## config.mk

```make
export PLATFORM = sky130hd
export DESIGN_NAME = swarq_front
export DESIGN_NICKNAME = d
export VERILOG_FILES = /design/src/sv/swarq_pkg.sv /design/src/sv/swarq_front.sv
export SDC_FILE = /design/constraint.sdc
export NUM_CORES = 1
export LEC_CHECK = 0
export ABC_AREA = 1
export BUFFER_PORTS_ARGS = -buffer_cell sky130_fd_sc_hd__buf_2
export CORE_MARGIN = 10
export CORE_UTILIZATION = 50
export DETAILED_ROUTE_END_ITERATION = 12
export PLACE_DENSITY = 0.84
export REMOVE_ABC_BUFFERS = 1
export SYNTH_ARGS = -nofsm -noshare
export SYNTH_HDL_FRONTEND = slang
export SYNTH_SLANG_ARGS = --single-unit
```

## constraint.sdc

```tcl
create_clock -name clk_i -period 2.1 [get_ports clk_i]
set_input_delay 0.42 -clock clk_i [delete_from_list [all_inputs] [get_ports clk_i]]
set_output_delay 0.42 -clock clk_i [all_outputs]
set_load 0.005 [all_outputs]
```

## src/sv/swarq_pkg.sv

```systemverilog
// Shared types and constants for the sliding window ARQ sender.
package swarq_pkg;

  localparam int unsigned CFG_IDX_W = 1;
  localparam int unsigned CFG_DATA_W = 16;
  localparam int unsigned WIN_W = 6;
  localparam int unsigned STAMP_W = 16;
  localparam int unsigned ACK_W = 9;
  localparam int unsigned BYTE_W = 8;
  localparam int unsigned IDLE_W = 3;

  localparam logic [1:0] ACT_LOAD = 2'd0;
  localparam logic [1:0] ACT_ACK = 2'd1;
  localparam logic [1:0] ACT_TICK = 2'd2;

  localparam logic [CFG_IDX_W-1:0] CFG_WINDOW_SIZE = 1'b0;
  localparam logic [CFG_IDX_W-1:0] CFG_TIMEOUT = 1'b1;

  localparam logic [WIN_W-1:0] WINDOW_SIZE_RST = 6'd4;
  localparam logic [STAMP_W-1:0] TIMEOUT_RST = 16'd100;

  localparam logic KIND_DATA = 1'b0;
  localparam logic KIND_FINISH = 1'b1;
  localparam logic [BYTE_W-1:0] FINISH_CHAR = 8'h46;
  localparam logic [IDLE_W-1:0] IDLE_FINISH = 3'd5;
  localparam logic [IDLE_W-1:0] IDLE_MAX = 3'd7;

  typedef enum logic [1:0] {
    CMD_LOAD,
    CMD_ACK,
    CMD_TICK
  } cmd_op_e;

  typedef struct packed {
    cmd_op_e op;
    logic [BYTE_W-1:0] data_byte;
    logic [ACK_W-1:0] ack_number;
  } cmd_t;

  typedef enum logic [1:0] {
    BK_IDLE,
    BK_WALK,
    BK_END,
    BK_FIN
  } back_state_e;

endpackage

```

## src/sv/swarq_front.sv

```systemverilog
// Front end: accepts transactions, classifies them and queues commands for the back end.
module swarq_front (
  input  logic                   clk_i,
  input  logic                   rst_ni,
  input  logic                   start,
  output logic                   busy,
  input  logic [1:0]             action_i,
  input  logic [7:0]             data_byte_i,
  input  logic [8:0]             ack_number_i,
  output logic                   cmd_vld_o,
  output swarq_pkg::cmd_t        cmd_o,
  input  logic                   cmd_pop_i
);
  import swarq_pkg::*;

  cmd_t       fifo_q [2];
  logic       wr_ptr_q, wr_ptr_d;
  logic       rd_ptr_q, rd_ptr_d;
  logic [1:0] count_q, count_d;
  logic       keep;
  logic       push;
  logic       pop;
  cmd_t       cmd_new;

  always_comb begin
    keep = 1'b1;
    cmd_new.op = CMD_LOAD;
    cmd_new.data_byte = data_byte_i;
    cmd_new.ack_number = ack_number_i;
    case (action_i)
      ACT_LOAD: cmd_new.op = CMD_LOAD;
      ACT_ACK:  cmd_new.op = CMD_ACK;
      ACT_TICK: cmd_new.op = CMD_TICK;
      default:  keep = 1'b0;
    endcase
  end

  assign busy = (count_q == 2'd2);
  assign push = start && !busy && keep;
  assign pop = cmd_pop_i && (count_q != 2'd0);
  assign cmd_vld_o = (count_q != 2'd0);
  assign cmd_o = fifo_q[rd_ptr_q];

  always_comb begin
    wr_ptr_d = push ? !wr_ptr_q : wr_ptr_q;
    rd_ptr_d = pop ? !rd_ptr_q : rd_ptr_q;
    count_d = count_q;
    if (push && !pop) begin
      count_d = count_q + 2'd1;
    end else if (pop && !push) begin
      count_d = count_q - 2'd1;
    end
  end

  always_ff @(posedge clk_i or negedge rst_ni) begin
    if (!rst_ni) begin
      wr_ptr_q <= 1'b0;
      rd_ptr_q <= 1'b0;
      count_q <= 2'd0;
    end else begin
      wr_ptr_q <= wr_ptr_d;
      rd_ptr_q <= rd_ptr_d;
      count_q <= count_d;
    end
  end

  always_ff @(posedge clk_i) begin
    if (push) begin
      fifo_q[wr_ptr_q] <= cmd_new;
    end
  end

endmodule

```

==> metrics.md <==
| Metric | Value |
|---|---|
| Status | `completed` |
| Worst-path clk slew | `0.12 ns` |
| Core Region | `3100 um^2` |
| Fin nets | `211` |
| Global route overflow | `0` |
| Num CTS Buffers | `5` |
| Drt drc | `0` |
| First-pass GRT wire length | `5.47 mm` |
| RSZ-0062 raised after global routing | `no` |
| Fin Clk Skew | `0.00671 ns` |
| CP arrival | `1.31 ns` |
| Minimum clock period | `1.73 ns` |
| H-Tree Depth | `2` |
| Fill count | `264` |
| Worst path required time | `1.68 ns` |
| Worst-path fanout max | `20` |
| Placement Cell Area | `1920 um^2` |
| Post-route clock period utilization | `82.6%` |
| Antenna Nets Post-Route | `0` |
| I/O pin count | `44` |
| Yosys cell types | `14` |
| Die Area | `5970 um^2` |
| Setup ws final | `0.366 ns` |
| Detailed Routing Iterations Pass 1 | `4` |
| Total track usage | `11.6%` |
| Clock tree buffer depth | `2` |
| Max incr delay on CP | `0.41 ns` |
| Overall power | `2390 uW` |
| Critical Path End Type | `output pin` |
| Row count | `20` |
| Clk sink count | `42` |
| Max IR drop VDD | `0.622 mV` |
| Most frequent cell after synthesis | `nand2_1` |
| Synthesized cell area | `1640 um^2` |
| Post-synth top area share | `69.6%` |
| Clock root cell | `clkbuf_4` |
| Fin util | `63.8%` |
| Startpoint type of the worst setup path | `register` |
| Cell area power density | `1210 nW/um^2` |
| Total Wirelength | `3.27 mm` |
| Post-synth top cells | `nand2_1 (68), edfxtp_1 (38), inv_1 (6), buf_2 (4), dfrtp_1 (4)` |
| Kind of critical path | `register to output pin` |
| Pins Over Slew Limit | `0` |
| Layout cell share with drive strength beyond 1 | `33.0%` |
| CTS tree | `built` |
| # Post-CTS Setup Buffers | `0` |
| Die extent in x | `77.3 um` |
| Final setup TNS | `0 ns` |
| WL/cell | `14.1 um` |
| Initial core utilization | `52.9%` |
| Post-route cell area | `1980 um^2` |
| Crit path top cell by count | `nand2_1` |
| Syn. warnings | `0` |
| Post-synth EDFFs | `38` |
| P&R area growth vs syn | `20.7%` |
| Initial antenna violation count | `0` |
| Hpwl dp | `2.38 mm` |
| Final hold vios | `0` |
| Sequential share of the synthesized area | `75.7%` |
| Gate count of the mapped netlist | `137` |
| Hold WC Path Type | `primary input to register` |
| Max Clock Freq | `577 MHz` |
| Met2 routed WL | `1.71 mm` |
| Worst skew pair latency | `0.34 ns` |
| WL met3 | `202 um` |
| Worst slew pin tran | `0.348 ns` |
| Yosys reg bits | `42` |
| Vias | `1094` |
| Vias in the first global route | `1192` |
| Final setup vio count | `0` |
| ANT cells | `0` |
| Relative slew slack | `76.8%` |
| GP Congestion | `0.718` |
| Port bufs | `43` |
| Routed vias/inst | `4.72` |
| Async SR Flop Fraction | `9.52%` |
| Primary FF master, synth | `edfxtp_1` |
| Top cells by area, synth | `edfxtp_1 (70%), nand2_1 (16%), dfrtp_1 (6.1%), inv_1 (1.4%), buf_2 (1.2%)` |
| Biggest area consumer among synthesized cells | `edfxtp_1` |
| Synth Area per Inst | `12.0 um^2` |
| Iter 0 DRT Violations | `80` |
| Max Used Layer | `met4` |
| Critical-path cell with the highest stage delay | `dfrtp_1` |
| Max Cap Viol | `0` |
| WL met1 | `1.30 mm` |
| Die Y | `77.3 um` |
| Largest net degree at the start of global routing | `21` |
| Crit-path cells | `inv_2, nand2_1, nand2_1, buf_2` |
| Leakage | `0.000900 uW` |
| Pre-CTS WS | `0.562 ns` |
-- worst max-delay path: cells and delay by family (launching register included) --
| kind | cells | cell delay [ns] |
|---|---|---|
| flops | 1 | 0.41 |
| simple gates | 2 | 0.16 |
| buf+inv | 2 | 0.41 |
-- per-layer routing --
layer  track usage, %  vias up
met5                0        -
met4             5.47        0
met3             4.78        4
met2             20.3       35
met1             11.5      507
li1                 -      548
-- through the flow --
step | cells | hold slack [ns]
after floorplan | 133 | 0.124
after global placement | 223 | 0.230
after detailed placement | 223 | 0.232
after CTS | 232 | 0.235
after global routing | 232 | 0.218
final | 232 | 0.256
-- final cells by class --
type | count | area, um^2 | area share [%]
clock buffers | 5 | 37.5 | 1.90
clock inverters | 3 | 16.3 | 0.822
flip-flops and latches | 42 | 1240 | 62.7
repair buffers | 47 | 248 | 12.5
multi-input cells | 82 | 348 | 17.6
inverters | 9 | 33.8 | 1.71
well taps | 44 | 55.1 | 2.78
-- registers in the layout, indices dropped and copies added, names as in the netlist --
register,flops
wr_ptr_q,1
rd_ptr_q,1
fifo_q,38
count_q,2
-- path summary, 6_finish.rpt --
kind / start / depth (start not counted) / to / slack, ns
setup / recovery: rd_ptr_q$_DFFE_PN0P_ / 4 / cmd_o[2] / 0.37
setup reg to reg: count_q[0]$_DFFE_PN0P_ / 7 / count_q[1]$_DFFE_PN0P_ / 0.69
max in group asynchronous: rst_ni / 2 / rd_ptr_q$_DFFE_PN0P_ / 1.58
hold / removal: data_byte_i[5] / 1 / fifo_q[1][14]$_DFFE_PP_ / 0.26
min in group asynchronous: rst_ni / 2 / count_q[1]$_DFFE_PN0P_ / 0.40
hold reg to reg: wr_ptr_q$_DFFE_PN0P_ / 2 / wr_ptr_q$_DFFE_PN0P_ / 0.51
-- report_power, final --
group	leakage (uW)	switching, uW	internal [uW]
sequential	0.000399	62.6	1100
clock	0.0000286	251	125
combinational	0.000472	527	318
total	0.000900	841	1550
-- cells in the final DEF (no fill, tap or decap), types with 2 or more instances in the layout --
cell type / n
inv_2: 3
buf_2: 43
nand2_1: 68
nand3_1: 3
nor2_2: 2
clkbuf_4: 5
buf_4: 3
edfxtp_1: 38
nand2_2: 3
dfrtp_1: 4
inv_1: 6
nor2_1: 2
-- kinds of logic (layout without fill, tap and decap cells) --
kind of cell,after synthesis,in the layout,synth area share (%)
flip-flops,42,42,75.7
buffers and inverters,13,64,3.28
adder cells (fa/ha/maj),1,1,0.763
AND/OR/NAND/NOR,80,80,19.8
XOR/XNOR,1,1,0.534
-- timing repair --
action                    4_1_cts  5_1_grt
resized for setup               0        0
hold endpoints to repair        4        0
hold buffers                    1        0
Note: power is estimated with default switching activity, not from simulation.
